===== src/hw/rtl/lpg_pkg.sv =====
package lpg_pkg;

	// Default coordinate width, used by the top level parameter
	localparam int COORD_BITS_DEF = 12;

	// Fixed field widths
	localparam int LEVEL_W   = 8;
	localparam int PITCH_W   = 14;
	localparam int BPP_W     = 3;
	localparam int DIM_W     = 11;
	localparam int OFFSET_W  = 26;
	localparam int COLOR_W   = 3 * LEVEL_W;
	localparam int CFG_W     = 14;
	localparam int CFG_IDX_W = 3;

	// Register reset values
	localparam logic [LEVEL_W-1:0] RED_RST    = 8'd255;
	localparam logic [LEVEL_W-1:0] GREEN_RST  = 8'd255;
	localparam logic [LEVEL_W-1:0] BLUE_RST   = 8'd255;
	localparam logic [PITCH_W-1:0] PITCH_RST  = 14'd7680;
	localparam logic [BPP_W-1:0]   BPP_RST    = 3'd4;
	localparam logic [DIM_W-1:0]   WIDTH_RST  = 11'd1920;
	localparam logic [DIM_W-1:0]   HEIGHT_RST = 11'd1080;

	// Register indexes on the configuration port
	typedef enum logic [CFG_IDX_W-1:0] {
		REG_RED    = 3'd0,
		REG_GREEN  = 3'd1,
		REG_BLUE   = 3'd2,
		REG_PITCH  = 3'd3,
		REG_BPP    = 3'd4,
		REG_WIDTH  = 3'd5,
		REG_HEIGHT = 3'd6
	} cfg_reg_t;

	// Input item kinds
	localparam logic MODE_LOAD = 1'b0;
	localparam logic MODE_TICK = 1'b1;

	typedef struct packed {
		logic [LEVEL_W-1:0] red;
		logic [LEVEL_W-1:0] green;
		logic [LEVEL_W-1:0] blue;
		logic [PITCH_W-1:0] pitch;
		logic [BPP_W-1:0]   bpp;
		logic [DIM_W-1:0]   width;
		logic [DIM_W-1:0]   height;
	} cfg_t;

endpackage


===== src/hw/rtl/lpg_cfg_regs.sv =====
module lpg_cfg_regs (
	input  logic                            clk,
	input  logic                            arst_n,
	input  logic                            cfg_we,
	input  logic [lpg_pkg::CFG_IDX_W-1:0]   cfg_index,
	input  logic [lpg_pkg::CFG_W-1:0]       cfg_data,
	output lpg_pkg::cfg_t                   cfg
);
	import lpg_pkg::*;

	cfg_t cfg_q;

	always_ff @(posedge clk or negedge arst_n) begin
		if (!arst_n) begin
			cfg_q.red    <= RED_RST;
			cfg_q.green  <= GREEN_RST;
			cfg_q.blue   <= BLUE_RST;
			cfg_q.pitch  <= PITCH_RST;
			cfg_q.bpp    <= BPP_RST;
			cfg_q.width  <= WIDTH_RST;
			cfg_q.height <= HEIGHT_RST;
		end else if (cfg_we) begin
			unique case (cfg_reg_t'(cfg_index))
				REG_RED:    cfg_q.red    <= cfg_data[LEVEL_W-1:0];
				REG_GREEN:  cfg_q.green  <= cfg_data[LEVEL_W-1:0];
				REG_BLUE:   cfg_q.blue   <= cfg_data[LEVEL_W-1:0];
				REG_PITCH:  cfg_q.pitch  <= cfg_data[PITCH_W-1:0];
				REG_BPP:    cfg_q.bpp    <= cfg_data[BPP_W-1:0];
				REG_WIDTH:  cfg_q.width  <= cfg_data[DIM_W-1:0];
				REG_HEIGHT: cfg_q.height <= cfg_data[DIM_W-1:0];
				default:    ;  // unused index: drop the write
			endcase
		end
	end

	assign cfg = cfg_q;

endmodule


===== src/hw/rtl/lpg_stepper.sv =====
module lpg_stepper #(
	parameter int COORD_BITS = lpg_pkg::COORD_BITS_DEF
) (
	input  logic                         clk,
	input  logic                         arst_n,
	input  logic                         load,
	input  logic                         tick,
	input  logic signed [COORD_BITS-1:0] start_x,
	input  logic signed [COORD_BITS-1:0] start_y,
	input  logic signed [COORD_BITS-1:0] end_x,
	input  logic signed [COORD_BITS-1:0] end_y,
	output logic                         active,
	output logic signed [COORD_BITS-1:0] cur_x,
	output logic signed [COORD_BITS-1:0] cur_y,
	output logic                         at_end
);
	import lpg_pkg::*;

	localparam int DIFF_W = COORD_BITS + 1;
	localparam int ERR_W  = COORD_BITS + 2;
	localparam int E2_W   = COORD_BITS + 3;

	logic signed [COORD_BITS-1:0] cur_x_q, cur_y_q, tgt_x_q, tgt_y_q;
	logic                         neg_x_q, neg_y_q, active_q;
	logic [COORD_BITS-1:0]        dx_q;
	logic signed [DIFF_W-1:0]     dyn_q;
	logic signed [ERR_W-1:0]      err_q;

	// Load path
	logic signed [DIFF_W-1:0] ddx, ddy, ddx_abs, dyn_ld;
	logic signed [ERR_W-1:0]  err_ld;

	assign ddx     = DIFF_W'(end_x) - DIFF_W'(start_x);
	assign ddy     = DIFF_W'(end_y) - DIFF_W'(start_y);
	assign ddx_abs = ddx[DIFF_W-1] ? -ddx : ddx;
	assign dyn_ld  = ddy[DIFF_W-1] ? ddy : -ddy;
	assign err_ld  = ERR_W'(ddx_abs) + ERR_W'(dyn_ld);

	// Step path
	logic signed [E2_W-1:0]  e2, dyn_e, dx_e;
	logic                    go_x, go_y;
	logic signed [ERR_W-1:0] err_step;

	assign at_end = (cur_x_q == tgt_x_q) && (cur_y_q == tgt_y_q);
	assign e2     = {E2_W'(err_q)} <<< 1;
	assign dyn_e  = E2_W'(dyn_q);
	assign dx_e   = $signed(E2_W'(dx_q));
	assign go_x   = e2 >= dyn_e;
	assign go_y   = e2 <= dx_e;
	assign err_step = err_q + (go_x ? ERR_W'(dyn_q) : '0)
		+ (go_y ? $signed(ERR_W'(dx_q)) : '0);

	always_ff @(posedge clk or negedge arst_n) begin
		if (!arst_n) begin
			cur_x_q  <= '0;
			cur_y_q  <= '0;
			tgt_x_q  <= '0;
			tgt_y_q  <= '0;
			neg_x_q  <= 1'b0;
			neg_y_q  <= 1'b0;
			dx_q     <= '0;
			dyn_q    <= '0;
			err_q    <= '0;
			active_q <= 1'b0;
		end else if (load) begin
			cur_x_q  <= start_x;
			cur_y_q  <= start_y;
			tgt_x_q  <= end_x;
			tgt_y_q  <= end_y;
			neg_x_q  <= !(start_x < end_x);
			neg_y_q  <= !(start_y < end_y);
			dx_q     <= ddx_abs[COORD_BITS-1:0];
			dyn_q    <= dyn_ld;
			err_q    <= err_ld;
			active_q <= 1'b1;
		end else if (tick && active_q) begin
			if (at_end) begin
				active_q <= 1'b0;
			end else begin
				err_q <= err_step;
				if (go_x)
					cur_x_q <= neg_x_q ? cur_x_q - 1'b1 : cur_x_q + 1'b1;
				if (go_y)
					cur_y_q <= neg_y_q ? cur_y_q - 1'b1 : cur_y_q + 1'b1;
			end
		end
	end

	assign active = active_q;
	assign cur_x  = cur_x_q;
	assign cur_y  = cur_y_q;

	a_load_arms: assert property (@(posedge clk) disable iff (!arst_n)
		load |=> active_q)
		else $error("line not active after load");

	a_end_idles: assert property (@(posedge clk) disable iff (!arst_n)
		(tick && !load && active_q && at_end) |=> !active_q)
		else $error("line still active after its end point");

	a_step_moves: assert property (@(posedge clk) disable iff (!arst_n)
		(tick && !load && active_q && !at_end) |=>
		!(cur_x_q == $past(cur_x_q) && cur_y_q == $past(cur_y_q)))
		else $error("step left the pixel in place");

endmodule


===== src/hw/rtl/lpg_pixel_map.sv =====
module lpg_pixel_map #(
	parameter int COORD_BITS = lpg_pkg::COORD_BITS_DEF
) (
	input  lpg_pkg::cfg_t                   cfg,
	input  logic signed [COORD_BITS-1:0]    cur_x,
	input  logic signed [COORD_BITS-1:0]    cur_y,
	output logic                            in_bounds,
	output logic [lpg_pkg::OFFSET_W-1:0]    byte_offset,
	output logic [lpg_pkg::COLOR_W-1:0]     pixel_color
);
	import lpg_pkg::*;

	localparam int MAG_W  = COORD_BITS - 1;
	localparam int CMP_W  = (MAG_W > DIM_W) ? MAG_W : DIM_W;
	localparam int ROW_W  = MAG_W + PITCH_W;
	localparam int COL_W  = MAG_W + BPP_W;

	logic [MAG_W-1:0] x_mag, y_mag;
	logic [ROW_W-1:0] row_off;
	logic [COL_W-1:0] col_off;
	logic [OFFSET_W-1:0] sum_off;

	assign x_mag = cur_x[MAG_W-1:0];
	assign y_mag = cur_y[MAG_W-1:0];

	assign in_bounds = !cur_x[COORD_BITS-1] && !cur_y[COORD_BITS-1]
		&& (CMP_W'(x_mag) < CMP_W'(cfg.width))
		&& (CMP_W'(y_mag) < CMP_W'(cfg.height));

	assign row_off = ROW_W'(y_mag) * ROW_W'(cfg.pitch);
	assign col_off = COL_W'(x_mag) * COL_W'(cfg.bpp);
	// wraps at the offset width
	assign sum_off = OFFSET_W'(row_off) + OFFSET_W'(col_off);

	assign byte_offset = in_bounds ? sum_off : '0;
	assign pixel_color = {cfg.red, cfg.green, cfg.blue};

endmodule


===== src/hw/rtl/line_pixel_generator.sv =====
// Bresenham line pixel generator. A load item (tuser = 0) carries the signed
// start and end points of a line and produces nothing; each tick item
// (tuser = 1) on an active line produces the current pixel and advances one
// Bresenham step, and the pixel that is the end point comes with tlast set,
// after which the block is idle and ticks produce nothing until the next
// load. A load while a line is running replaces it. Each pixel carries its
// coordinates, an in-bounds flag from clipping against screen_width and
// screen_height, the framebuffer byte offset y*row_pitch + x*bytes_per_pixel
// (wrapped to 26 bits, zero when clipped) and the packed drawing color.
// Rate: one item per clock, sustained. An item waits in the input register
// and its pixel is written to the output register when the item advances,
// which raises tvalid; only a stalled output (m_axis_tready low while a
// pixel waits) holds up the input side, and items that produce no pixel pass
// even then. Configuration registers are written through cfg_we/cfg_index/
// cfg_data and take effect at once; write them only while no item is in
// flight.
module line_pixel_generator #(
	parameter int COORD_BITS = lpg_pkg::COORD_BITS_DEF,
	localparam int IN_W  = ((4 * COORD_BITS + 7) / 8) * 8,
	localparam int OUT_W = ((2 * COORD_BITS + 1 + lpg_pkg::OFFSET_W
		+ lpg_pkg::COLOR_W + 7) / 8) * 8
) (
	input  logic                          clk,
	input  logic                          arst_n,
	// slave side
	input  logic                          s_axis_tvalid,
	output logic                          s_axis_tready,
	// tdata: start_x, start_y, end_x, end_y
	input  logic [IN_W-1:0]               s_axis_tdata,
	// tuser: mode
	input  logic                          s_axis_tuser,
	// master side
	output logic                          m_axis_tvalid,
	input  logic                          m_axis_tready,
	// tdata: pixel_x, pixel_y, in_bounds, byte_offset, pixel_color
	output logic [OUT_W-1:0]              m_axis_tdata,
	output logic                          m_axis_tlast,
	// configuration write port
	input  logic                          cfg_we,
	input  logic [lpg_pkg::CFG_IDX_W-1:0] cfg_index,
	input  logic [lpg_pkg::CFG_W-1:0]     cfg_data
);
	import lpg_pkg::*;

	localparam int C = COORD_BITS;

	cfg_t cfg;

	lpg_cfg_regs u_cfg (
		.clk       (clk),
		.arst_n    (arst_n),
		.cfg_we    (cfg_we),
		.cfg_index (cfg_index),
		.cfg_data  (cfg_data),
		.cfg       (cfg)
	);

	// Input register
	logic                valid_s1;
	logic                mode_s1;
	logic signed [C-1:0] start_x_s1, start_y_s1, end_x_s1, end_y_s1;
	logic                adv_s1, emit_s1;

	logic                active, at_end;
	logic signed [C-1:0] cur_x, cur_y;

	// A tick on an active line is the only item that needs output room.
	assign emit_s1 = valid_s1 && (mode_s1 == MODE_TICK) && active;
	assign adv_s1  = valid_s1 && (!emit_s1 || !m_axis_tvalid || m_axis_tready);
	assign s_axis_tready = !valid_s1 || adv_s1;

	always_ff @(posedge clk or negedge arst_n) begin
		if (!arst_n)
			valid_s1 <= 1'b0;
		else if (s_axis_tready)
			valid_s1 <= s_axis_tvalid;
	end

	always_ff @(posedge clk) begin
		if (s_axis_tvalid && s_axis_tready) begin
			mode_s1    <= s_axis_tuser;
			start_x_s1 <= s_axis_tdata[C-1:0];
			start_y_s1 <= s_axis_tdata[2*C-1:C];
			end_x_s1   <= s_axis_tdata[3*C-1:2*C];
			end_y_s1   <= s_axis_tdata[4*C-1:3*C];
		end
	end

	// Line state and the Bresenham step
	lpg_stepper #(.COORD_BITS(COORD_BITS)) u_step (
		.clk     (clk),
		.arst_n  (arst_n),
		.load    (adv_s1 && (mode_s1 == MODE_LOAD)),
		.tick    (adv_s1 && (mode_s1 == MODE_TICK)),
		.start_x (start_x_s1),
		.start_y (start_y_s1),
		.end_x   (end_x_s1),
		.end_y   (end_y_s1),
		.active  (active),
		.cur_x   (cur_x),
		.cur_y   (cur_y),
		.at_end  (at_end)
	);

	// Clipping, byte offset and color of the current pixel
	logic                in_bounds;
	logic [OFFSET_W-1:0] byte_offset;
	logic [COLOR_W-1:0]  pixel_color;

	lpg_pixel_map #(.COORD_BITS(COORD_BITS)) u_map (
		.cfg         (cfg),
		.cur_x       (cur_x),
		.cur_y       (cur_y),
		.in_bounds   (in_bounds),
		.byte_offset (byte_offset),
		.pixel_color (pixel_color)
	);

	// Output register: hold the pixel until it is taken
	logic                out_valid_q;
	logic signed [C-1:0] pix_x_q, pix_y_q;
	logic                in_bounds_q, last_q;
	logic [OFFSET_W-1:0] offset_q;
	logic [COLOR_W-1:0]  color_q;

	always_ff @(posedge clk or negedge arst_n) begin
		if (!arst_n)
			out_valid_q <= 1'b0;
		else if (adv_s1 && emit_s1)
			out_valid_q <= 1'b1;
		else if (m_axis_tready)
			out_valid_q <= 1'b0;
	end

	always_ff @(posedge clk) begin
		if (adv_s1 && emit_s1) begin
			pix_x_q     <= cur_x;
			pix_y_q     <= cur_y;
			in_bounds_q <= in_bounds;
			offset_q    <= byte_offset;
			color_q     <= pixel_color;
			last_q      <= at_end;
		end
	end

	assign m_axis_tvalid = out_valid_q;
	assign m_axis_tdata  = OUT_W'({color_q, offset_q, in_bounds_q, pix_y_q, pix_x_q});
	assign m_axis_tlast  = last_q;

endmodule


===== config.mk =====
export PLATFORM = sky130hd
export DESIGN_NAME = line_pixel_generator
export DESIGN_NICKNAME = d
export VERILOG_FILES = /design/src/hw/rtl/lpg_pkg.sv /design/src/hw/rtl/lpg_cfg_regs.sv /design/src/hw/rtl/lpg_stepper.sv /design/src/hw/rtl/lpg_pixel_map.sv /design/src/hw/rtl/line_pixel_generator.sv
export SDC_FILE = /design/constraint.sdc
export NUM_CORES = 1
export LEC_CHECK = 0
export ABC_CLOCK_PERIOD_IN_PS = 6700
export BUFFER_PORTS_ARGS = -buffer_cell sky130_fd_sc_hd__buf_2
export CAP_MARGIN = 0
export CORE_MARGIN = 1.5
export CORE_UTILIZATION = 50
export CTS_BUF_LIST = sky130_fd_sc_hd__clkbuf_4 sky130_fd_sc_hd__clkbuf_8
export CTS_CLUSTER_SIZE = 28
export DETAILED_ROUTE_END_ITERATION = 16
export PLACE_DENSITY = 0.77
export SYNTH_ARGS = -nofsm -noshare
export SYNTH_HDL_FRONTEND = slang
export SYNTH_SLANG_ARGS = --single-unit
export TNS_END_PERCENT = 5

===== constraint.sdc =====
create_clock -name clk -period 6.7 [get_ports clk]
set_input_delay 1.34 -clock clk [delete_from_list [all_inputs] [get_ports clk]]
set_output_delay 1.34 -clock clk [all_outputs]
set_load 0.03 [all_outputs]

==> Yosys cells after proc, flatten, opt, wreduce, memory -nomap -nowiden <==
Cells that the tools add are included.
{ "op_classes": {"n_mux": 22, "n_eq_ne": 9, "add_sub_neg": 12, "n_lt_le_gt_ge": 6, "n_reduce_logical": 39, "bitwise_logic": 1, "n_mul": 2} }
{ "op_table": {"columns": ["cell", "count"], "rows": [
  ["$mux W12", 11],
  ["$mux W14", 4],
  ["$add A14 B14 Y14", 2],
  ["$add A25 B14 Y26", 1],
  ["$mux W13", 2],
  ["$neg A13 Y13", 2],
  ["$sub A12 B12 Y13", 2],
  ["$mul A11 B14 Y25", 1],
  ["$add A12 B1 Y12 const B", 2],
  ["$eq A12 B12 Y1", 2],
  ["$lt A12 B12 Y1", 2],
  ["$sub A12 B1 Y12 const B", 2],
  ["$lt A11 B11 Y1", 2],
  ["$reduce_and A2 Y1", 9],
  ["$ge A15 B13 Y1", 1],
  ["$le A15 B13 Y1", 1],
  ["$add A13 B13 Y14", 1],
  ["$mul A11 B3 Y14", 1],
  ["$logic_and A1 B1 Y1", 12],
  ["$reduce_bool A2 Y1", 5],
  ["$eq A3 B3 Y1 const B", 3],
  ["$logic_not A1 Y1", 7],
  ["$eq A3 B2 Y1 const B", 2],
  ["$reduce_and A3 Y1", 2],
  ["6 further kinds", 12]
]} }
{ "word_totals": {"word_cells": 121, "register_bits": 280} }

==> Logic depth before layout (Yosys ltp) <==
Gate-level depths: netlist (run 1).
{ "logic_depth": {"depth_word": 10, "depth_mapped": 23, "ltp_nobuf": 21} }

==> Modules after synthesis <==
From an unflattened synthesis (run 1), not the netlist that was laid out.
{ "unflattened": {"cells_unflattened": 2166, "hier_area_um2": 22366.5} }
{ "by_module_without_submodules": {"columns": ["mod", "n_inst", "cells_per_inst", "area_per_inst_um2"], "rows": [
  ["lpg_stepper", 1, 997, 8624.5],
  ["lpg_pixel_map", 1, 886, 7373.3],
  ["line_pixel_generator", 1, 145, 3922.5],
  ["lpg_cfg_regs", 1, 138, 2446.1]
]} }

==> Least setup slack after synthesis (run 1) <==
Ideal clock, no wire load.
{ "synth_path": {"kind": "input -> register", "start": "in m_axis_tready", "end": "reg u_step.cur_x_q[6] (netlist: u_step.cur_x[6])", "n_path_buf": 2, "arrival_ns": 6.638, "cell_stages": 8, "setup_time_ns": 0.133, "path_slack_ns": -0.071, "required_time_ns": 6.567, "cell_sequence": "nand2b_1 > nor2b_1 > o22ai_2 > o21ba_2 > buf_2 > buf_2 > mux2i_1 > o21ai_0"} }
{ "synth_via": {"elab_chain_len": 6} }
{ "synth_lines": {"columns": ["element", "line", "source"], "rows": [
  ["from (decl)", "line_pixel_generator.sv:34", "input logic m_axis_tready,"],
  ["$logic_or A1 B1 Y1 *", "line_pixel_generator.sv:69", "assign adv_s1 = valid_s1 && (!emit_s1 || !m_axis_tvalid || m_axis_tready);"],
  ["$logic_and A1 B1 Y1 *", "line_pixel_generator.sv:69", null],
  ["$logic_and A1 B1 Y1", "line_pixel_generator.sv:94", ".tick (adv_s1 && (mode_s1 == MODE_TICK)),"],
  ["$logic_and A1 B1 Y1", "lpg_stepper.sv:76", "end else if (tick && active_q) begin"],
  ["$reduce_bool A2 Y1 (no line)", null, null],
  ["$reduce_and A3 Y1 (no line)", null, null],
  ["to (signal assigned)", "lpg_stepper.sv:66", "cur_x_q <= start_x;"],
  ["to (signal assigned)", "lpg_stepper.sv:82", "cur_x_q <= neg_x_q ? cur_x_q - 1'b1 : cur_x_q + 1'b1;"],
  ["to (decl)", "lpg_stepper.sv:23", "logic signed [COORD_BITS-1:0] cur_x_q, cur_y_q, tgt_x_q, tgt_y_q;"]
]} }
Mark *: on every way between the ends. The rest lies on a longest branch, timed or not.
A chain may end at the register's enable or synchronous reset.

==> Worst setup path after layout (run 1) <==
{ "layout_path": {"start": "reg u_cfg.cfg_q (netlist bit u_cfg.cfg[24])", "end": "reg offset_q[22], data pin"} }
{ "layout_via": {"elab_chain_len": 2} }
{ "layout_lines": {"columns": ["element", "line", "source"], "rows": [
  ["from (decl)", "lpg_cfg_regs.sv:11", "cfg_t cfg_q;"],
  ["$mul A11 B3 Y14", "lpg_pixel_map.sv:31", "assign col_off = COL_W'(x_mag) * COL_W'(cfg.bpp);"],
  ["$add A25 B14 Y26", "lpg_pixel_map.sv:33", "assign sum_off = OFFSET_W'(row_off) + OFFSET_W'(col_off);"],
  ["to (signal assigned)", "line_pixel_generator.sv:140", "offset_q <= byte_offset;"],
  ["to (decl)", "line_pixel_generator.sv:123", "logic [OFFSET_W-1:0] offset_q;"]
]} }
No other way between the ends.

==> results.toml, run 1 <==
[outcome]
run_status = "finished, final reports clean"

[clocking]
post_cts_resized = 0
postCtsHoldBufs = 0
cts_sinks = 280
numCtsBuffers = 48
clock_latency_ns = 0.65
htree_levels = 2
cts_setup_buffers = 0
root_buffer = "clkbuf_8"
clk_pin_slew_ns = 0.06
cts_tree = "done"
clockBufferDepth = 3

[sta]
tightest_slew_ns = 1.192
fin_crit_ns = 6.391
drv_slew = 0
tns_ns = 0
fmax_ghz = 0.1565
finalCritPeriodShare = 0.9539
setup_viol = 0
slew_headroom = 0.2033
hold_violations = 0
rsz0062_at_grt = "false"
clock_skew_ns = 0.03959

[yosys]
synthFlopType = "edfxtp_1"
synthTopCellsByCount = "inv_1, nand2_1, ha_1"
synth_top_family_by_area = "adder cells"
synth_warnings = 0
yosys-top-cells-area = "edfxtp_1, fa_1, dfrtp_1"
yosysMostFrequentCell = "inv_1"
ys_types = 91
syn_avg_cell_area_um2 = 10.09
synth_xor_xnor_area_share = 0.04209
syn_area_um2 = 22480
synth_seq_cells = 280
synth_compound_area_frac = 0.09687
syn_inst = 2227
synth_top_cell_by_area = "edfxtp_1"
synth_edf_count = 125
synth_fa_ha_area_frac = 0.2551
seq_area_frac_synth = 0.3416
synthMuxAreaShare = 0.05450
yosys.area_share.simple = 0.1453
async_reset_ff_frac = 0.5536
synth_top_area_frac = 0.1670

[grt]
grt_usage = 0.2411
grt_pass1_vias = 16678
antenna_found_initial = 0
grt_max_degree = 73
gr-total-overflow = 0
grt_pass1_wl_um = 88550

[cells_and_area]
diodes = 0
areaGrowthSynthToFinish_pct = 11.14
fin_nets = 2815
drive_above_1_share = 0.1777
fin_cells = 3012

[die]
die_w_um = 215.0
pin_count = 154
start_util = 0.5071
dieArea_um2 = 46230
fp.dieH_um = 215.0
core_um2 = 44320
rows = 77

[placement]
dp_hpwl_um = 42300
dp_cells = 2922
portBuffers = 148
place_congestion = 0.9261

[min_path]
min_path_type = "reg -> reg"

[worst_setup_path]
cp_max_fo = 12
critPathLaunchType = "flip-flop"
cp.arrival_ns = 6.73
worstSetupEndpointType = "flip-flop"
worst-setup-path-type = "reg -> reg"
worstPathRequired_ns = 7.04

[drt]
drc = 0
viasPerCell = 5.542
routedWlPerCell_um = 18.32
dr.pass1.iters = 5
first_iter_violations = 1140
routed_wl_um = 55170
vias = 16691
ant_nets = 0

[job]
max_cap_viol_count = 0
layout make-up:
type / instances / area, µm²
clock buffers: 71 / 864.6
clock inverters: 19 / 186.4
fillers: 3804 / 19340
inverters: 295 / 1107
multi-input cells: 1575 / 13410
flip-flops and latches: 280 / 7679
well taps: 592 / 740.7
repair buffers: 180 / 987.2
state kept, by name, summed over array words and instances, names as in the netlist, 13 cells and up:
register,cells
color_q,24
offset_q,26
u_cfg.cfg,63
u_step.dyn_q,13
u_step.err_q,14
final timing paths:
path | start | endpoint | slack [ns] | cells after the start
setup / recovery | u_cfg.cfg[24] | offset_q[22] | 0.31 | 20
hold / removal | u_step.tgt_x_q[1] | u_step.tgt_x_q[1] | 0.49 | 2
setup reg to reg | u_cfg.cfg[24] | offset_q[22] | 0.31 | 20
hold reg to reg | u_step.tgt_x_q[1] | u_step.tgt_x_q[1] | 0.49 | 2
max in group asynchronous | arst_n | u_cfg.cfg[30] | 4.81 | 2
min in group asynchronous | arst_n | u_step.err_q[5] | 0.56 | 1
critical path, stage by stage, from the launching register on:
cell and delay, ns:
dfstp_2 0.63, and2_1 0.18, fa_1 0.41, ha_1 0.29
inv_1 0.05, fa_1 0.53, inv_1 0.05, fa_1 0.51
fa_1 0.57, inv_1 0.06, fa_1 0.54, inv_1 0.05
ha_1 0.25, nor3_1 0.20, o21ai_0 0.22, a2111oi_4 0.49
o211ai_1 0.28, a41oi_1 0.39, o21bai_1 0.15, xnor2_1 0.18
nor2_1 0.06
kinds of logic (layout without fill, tap and decap cells):
kind of cell | after synthesis | after routing
simple gates | 671 | 671
buf+inv | 376 | 565
fa+ha+maj | 364 | 364
compound gates | 316 | 316
flops | 280 | 280
mux | 111 | 111
xor+xnor | 108 | 108
other cells | 1 | 5
routing by layer:
layer  vias to the layer above  global-route usage  routed length, µm
li1                       7796                   -                  -
met1                      8283              0.3335              24360
met2                       512              0.3903              25830
met3                       100             0.03312               3316
met4                         0             0.08322               1662
met5                         -                   0                  0
per-stage QoR:
step	area, µm²	setup WS [ns]	util	hold WS, ns
2_1_floorplan	22490	0.7183	-	0.4196
5_1_grt	24980	0.005418	0.5636	0.5247
4_1_cts	24970	0.2072	0.5634	0.4943
3_5_place_dp	23920	0.2508	0.5396	0.4809
6_report	24980	0.3091	0.5636	0.4942
3_3_place_gp	23920	0.4620	0.5396	0.4634
placed cells by master (no fill, tap or decap), types with 9 or more instances in the layout:
cell	count
clkbuf_8	53
dfrtp_1	118
clkbuf_4	18
nor2b_1	20
o21a_1	21
mux2i_1	23
nand3_1	27
dfstp_2	37
nand2b_1	16
buf_4	32
nor4_1	16
xnor2_1	53
clkinv_2	9
buf_2	147
fa_1	157
a31oi_1	10
a21oi_1	72
a21o_1	29
and2_1	102
or3_1	21
nor2_1	97
o31ai_1	9
xor2_1	55
a211oi_1	11
edfxtp_1	125
nand4_1	10
ha_1	207
nand2_1	274
o21ai_0	72
mux2_2	86
inv_1	295
o21ai_1	9
nor3_1	34
o211ai_1	11
or2_2	9
Power of run 1 is not shown: default switching activity piles up to over one toggle a cycle in this logic, so the estimate is an artifact.
==> run 2, diff against run 1 <==
--- a/config.mk
+++ b/config.mk
@@ -16,5 +16,6 @@
 export PLACE_DENSITY = 0.77
 export SYNTH_ARGS = -nofsm -noshare
 export SYNTH_HDL_FRONTEND = slang
+export SYNTH_HIERARCHICAL = 1
 export SYNTH_SLANG_ARGS = --single-unit
 export TNS_END_PERCENT = 5
==> results.toml, run 2 <==
[worst_setup_path]
worstSetupEndpointType = "flip-flop"
crit_chain = "and2_1, fa_1, inv_1, fa_1, inv_1, fa_1, fa_1, fa_1, inv_1, fa_1, inv_1, ha_1, a21oi_1, nand2_1, o21ai_1, o21ai_1, a41oi_1, xnor2_1, nor2_1"
slowest_stage = "dfrtp_1"
cp_max_fo = 16
cp.arrival_ns = 6.53
r2r_setup_slack_ns = 0.53
worst-setup-path-type = "reg -> reg"
slowest_delay_ns = 0.58
critPathTopFamily = "adder cells"
critPathLaunchType = "flip-flop"
crit_buf_inv = 4
worstPathRequired_ns = 7.06
cpMostUsedCell = "fa_1"

[yosys]
ys_types = 92
syn_area_um2 = 22370
seq_area_frac_synth = 0.3433
syn_inst = 2166
yosysMostFrequentCell = "inv_1"
synth_edf_count = 125
async_reset_ff_frac = 0.5536
synthTopCellsByCount = "inv_1, ha_1, nand2_1"
synth_warnings = 6
synth_top_cell_by_area = "edfxtp_1"
synthFlopType = "edfxtp_1"
syn_avg_cell_area_um2 = 10.33
yosys-top-cells-area = "edfxtp_1, fa_1, dfrtp_1"
synth_seq_cells = 280
synth_top_area_frac = 0.1678

[clocking]
clk_pin_slew_ns = 0.06
cts_tree = "done"
root_buffer = "clkbuf_8"
cts_setup_buffers = 0
post_cts_resized = 0
numCtsBuffers = 51
postCtsHoldBufs = 0
cts_sinks = 280
htree_levels = 2
clock_latency_ns = 0.64
clockBufferDepth = 3

[sta]
hold_violations = 0
drv_slew = 0
rsz0062_at_grt = "false"
setup_viol = 0
clock_skew_ns = 0.03147
fmax_ghz = 0.1620
finalCritPeriodShare = 0.9210
tightest_slew_ns = 1.120
tns_ns = 0
slew_headroom = 0.2436
finalWorstSetupSlack_ns = 0.5290
fin_crit_ns = 6.171

[die]
core_um2 = 44220
fp.dieH_um = 214.5
pin_count = 154
start_util = 0.5058
rows = 77
die_w_um = 214.5
dieArea_um2 = 46010

[grt]
grt_usage = 0.2394
antenna_found_initial = 0
gr-total-overflow = 0
grt_use_met1 = 0.3106
use_met2 = 0.4008
grt_use_met3 = 0.03461
grt_pass1_vias = 16496
grt-busiest-layer = "met2"
grt_max_degree = 103
grt_pass1_wl_um = 86850

[drt]
viasPerCell = 5.500
first_iter_violations = 1136
ant_nets = 0
dr.pass1.iters = 5
routedWlPerCell_um = 18.55
drc = 0
vias = 16132
routed_wl_um = 54410

[cells_and_area]
final_cell_mix = "inv_1, ha_1, nand2_1, fa_1, buf_2"
fin_nets = 2734
fillers = 3789
areaGrowthSynthToFinish_pct = 10.53
drive_above_1_share = 0.1841
fin_util = 0.5590
fin_cells = 2933
diodes = 0
largest_reg_flops = 63
layout_commonest_cell = "inv_1"

[placement]
pre_cts_slack_ns = 0.6045
dp_hpwl_um = 42100
dp_cells = 2838
portBuffers = 148
place_congestion = 0.9146

[min_path]
min_path_type = "reg -> reg"

[outcome]
run_status = "finished, final reports clean"

[job]
max_cap_viol_count = 0
==> run 2: cell count changes after synthesis, sizes merged, moves of 9 or more <==
cell    change
buf        +36
nand2      -80
clkbuf     -20
o21ai      +14
and2       +19
o21a        -9
a21oi      +27
or3        -16
mux2i      -11
a211oi      +9
==> run 2: area by class of cell <==
type,count,area (µm²),share of cell area
Multi-Input combinational cell,1495,13060,0.5283
Sequential cell,280,7679,0.3106
Inverter,298,1119,0.04525
Clock buffer,77,972.2,0.03933
Timing Repair Buffer,173,934.6,0.03781
Tap cell,592,740.7,0.02996
Clock inverter,18,216.5,0.008756
==> run 2: path summary, 6_finish.rpt <==
check / startpoint / endpoint / depth (start not counted)
worst min-delay path: u_cfg/cfg[11] / u_cfg/cfg[11] / 1
max in group asynchronous: arst_n / u_step/tgt_x_q[9] / 2
worst max-delay path: u_step/cur_y[2] / offset_q[25] / 19
min in group asynchronous: arst_n / u_step/err_q[13] / 1
worst min register to register: u_cfg/cfg[11] / u_cfg/cfg[11] / 1
worst max register to register: u_step/cur_y[2] / offset_q[25] / 19
==> run 2: cells by family (layout without fill, tap and decap cells) <==
family	after synthesis	in the layout	share of synthesized area
compound gates	341	341	0.1010
xor+xnor	114	114	0.04559
fa+ha+maj	364	364	0.2563
buf+inv	395	566	0.07395
flops	280	280	0.3433
mux	106	106	0.05270
other cells	1	5	0.0001677
simple gates	565	565	0.1270
==> run 2: stage by stage <==
| step | hold slack, ns | instance area, µm² |
|---|---|---|
| 2_1_floorplan | 0.4516 | 22380 |
| 3_3_place_gp | 0.4803 | 23530 |
| 3_5_place_dp | 0.4874 | 23530 |
| 4_1_cts | 0.5017 | 24720 |
| 5_1_grt | 0.5253 | 24720 |
| 6_report | 0.5053 | 24720 |
==> run 2: routing by layer <==
| metal | vias up | part of all wire |
|---|---|---|
| met4 | 0 | 0.042 |
| met5 | - | 0 |
| met2 | 525 | 0.48 |
| met1 | 7939 | 0.43 |
| li1 | 7517 | - |
| met3 | 151 | 0.050 |
Power of run 2 is left out for the same reason.
==> run 3, diff against run 2 <==
--- a/config.mk
+++ b/config.mk
@@ -8,12 +8,14 @@
 export ABC_CLOCK_PERIOD_IN_PS = 6700
 export BUFFER_PORTS_ARGS = -buffer_cell sky130_fd_sc_hd__buf_2
 export CAP_MARGIN = 0
+export CELL_PAD_IN_SITES_DETAIL_PLACEMENT = 2
+export CELL_PAD_IN_SITES_GLOBAL_PLACEMENT = 2
 export CORE_MARGIN = 1.5
-export CORE_UTILIZATION = 50
+export CORE_UTILIZATION = 42
 export CTS_BUF_LIST = sky130_fd_sc_hd__clkbuf_4 sky130_fd_sc_hd__clkbuf_8
 export CTS_CLUSTER_SIZE = 28
 export DETAILED_ROUTE_END_ITERATION = 16
-export PLACE_DENSITY = 0.77
+export PLACE_DENSITY = 0.93
 export SYNTH_ARGS = -nofsm -noshare
 export SYNTH_HDL_FRONTEND = slang
 export SYNTH_HIERARCHICAL = 1
==> results.toml, run 3 (same netlist as run 2, synthesis figures left out) <==
[die]
dieArea_um2 = 54650
start_util = 0.4256
rows = 84
die_w_um = 233.8
core_um2 = 52550
pin_count = 154
fp.dieH_um = 233.8

[cells_and_area]
areaGrowthSynthToFinish_pct = 11.10
largest_reg_flops = 63
fin_nets = 2744
layout_commonest_cell = "inv_1"
diodes = 0
drive_above_1_share = 0.1958
final_cell_mix = "inv_1, ha_1, nand2_1, fa_1, buf_2"

[drt]
first_iter_violations = 1323
routed_wl_um = 96310
ant_nets = 0
routedWlPerCell_um = 31.66
drc = 0
dr.pass1.iters = 5
vias = 18575
viasPerCell = 6.106

[grt]
grt_usage = 0.3511
gr-total-overflow = 0
grt_pass1_wl_um = 141400
antenna_found_initial = 1
grt_max_degree = 77
grt_pass1_vias = 21721

[clocking]
numCtsBuffers = 54
postCtsHoldBufs = 0
clock_latency_ns = 0.68
clockBufferDepth = 3
cts_sinks = 280
clk_pin_slew_ns = 0.07
htree_levels = 2
cts_tree = "done"
root_buffer = "clkbuf_8"

[sta]
finalCritPeriodShare = 0.9947
slew_headroom = 0.3387
tightest_slew_ns = 0.9882
drv_slew = 0
fmax_ghz = 0.1501
fin_crit_ns = 6.664
clock_skew_ns = 0.05027
setup_viol = 0
hold_violations = 0
tns_ns = 0

[placement]
portBuffers = 148
place_congestion = 0.8720
dp_hpwl_um = 64050

[worst_setup_path]
slowest_stage = "fa_1"
cp.arrival_ns = 7.05
cpMostUsedCell = "fa_1"
slowest_delay_ns = 0.62
critPathLaunchType = "flip-flop"
cp_max_fo = 12
crit_chain = "buf_4, and2_1, fa_1, inv_1, fa_1, inv_1, fa_1, fa_1, fa_1, inv_1, fa_1, inv_1, ha_1, a21oi_2, o21ai_0, a21oi_1, o21ai_1, a41oi_1, xnor2_1, nor2_1"
worstPathRequired_ns = 7.09
worstSetupEndpointType = "flip-flop"
worst-setup-path-type = "reg -> reg"

[min_path]
min_path_type = "reg -> reg"

[job]
max_cap_viol_count = 0

[outcome]
run_status = "finished, final reports clean"
-- run 3: changes by cell type in the layout (fill, tap and decap cells not counted), sizes merged --
cell,previous run,this run
buf,173,180
clkbuf,77,86
bufinv,5,0
clkinv,11,12
inv,299,300
-- run 3: cell type report --
| class | instances | area, µm² |
|---|---|---|
| Clock buffer | 86 | 1021 |
| Inverter | 298 | 1119 |
| Tap cell | 688 | 860.8 |
| Fill cell | 5464 | 27700 |
| Multi-Input combinational cell | 1495 | 13090 |
| Timing Repair Buffer | 180 | 991.0 |
| Sequential cell | 280 | 7691 |
| Clock inverter | 15 | 80.08 |
-- run 3: per-stage QoR --
| step | instance area (µm²) | instances | worst slack (ns) | hold slack (ns) | util |
|---|---|---|---|---|---|
| finish | 24850 | 3042 | 0.03568 | 0.5152 | 0.4729 |
| detailed placement | 23710 | 2941 | 0.1057 | 0.5095 | 0.4511 |
| global route | 24850 | 3042 | -0.09601 | 0.5238 | 0.4729 |
| CTS | 24810 | 3042 | 0.002902 | 0.5168 | 0.4721 |
| floorplan | 22380 | 2170 | 0.9263 | 0.4516 | - |
| global placement | 23710 | 2941 | 0.6391 | 0.4817 | 0.4511 |
-- run 3: final timing paths --
| check | depth (start not counted) | from | to | slack, ns |
|---|---|---|---|---|
| max in group asynchronous | 2 | arst_n | u_step/cur_y[4] | 4.74 |
| worst max register to register | 20 | u_step/cur_y[3] | offset_q[25] | 0.04 |
| worst max-delay path | 20 | u_step/cur_y[3] | offset_q[25] | 0.04 |
| worst min-delay path | 1 | u_cfg/cfg[11] | u_cfg/cfg[11] | 0.52 |
| worst min register to register | 1 | u_cfg/cfg[11] | u_cfg/cfg[11] | 0.52 |
| min in group asynchronous | 1 | arst_n | u_step/dx_q[0] | 0.74 |
-- run 3: metal layers --
layer | GRT usage | wire [µm] | up-vias | part of all wire
li1 | - | - | 7513 | -
met1 | 0.3744 | 34180 | 9631 | 0.35
met2 | 0.6240 | 48860 | 966 | 0.51
met3 | 0.06372 | 5267 | 463 | 0.055
met4 | 0.2526 | 7978 | 2 | 0.083
met5 | 0 | 15 | - | 0.00016
-- run 3: critical path, delay by kind of cell, from the launching register on --
family / cells / cell delay [ns]
buf+inv: 5 / 0.55
flops: 1 / 0.49
xor+xnor: 1 / 0.16
simple gates: 2 / 0.29
fa+ha+maj: 7 / 3.61
compound gates: 5 / 1.27
-- run 3: timing repair --
| item | 4_1_cts | 5_1_grt |
|---|---|---|
| pin swaps | 0 | 1 |
| cloned | 0 | 0 |
| setup buffers | 0 | 0 |
| resized for setup | 3 | 19 |
| setup endpoints to repair | 3 | 6 |
| hold endpoints to repair | 0 | 0 |
Power of run 3 is left out for the same reason.
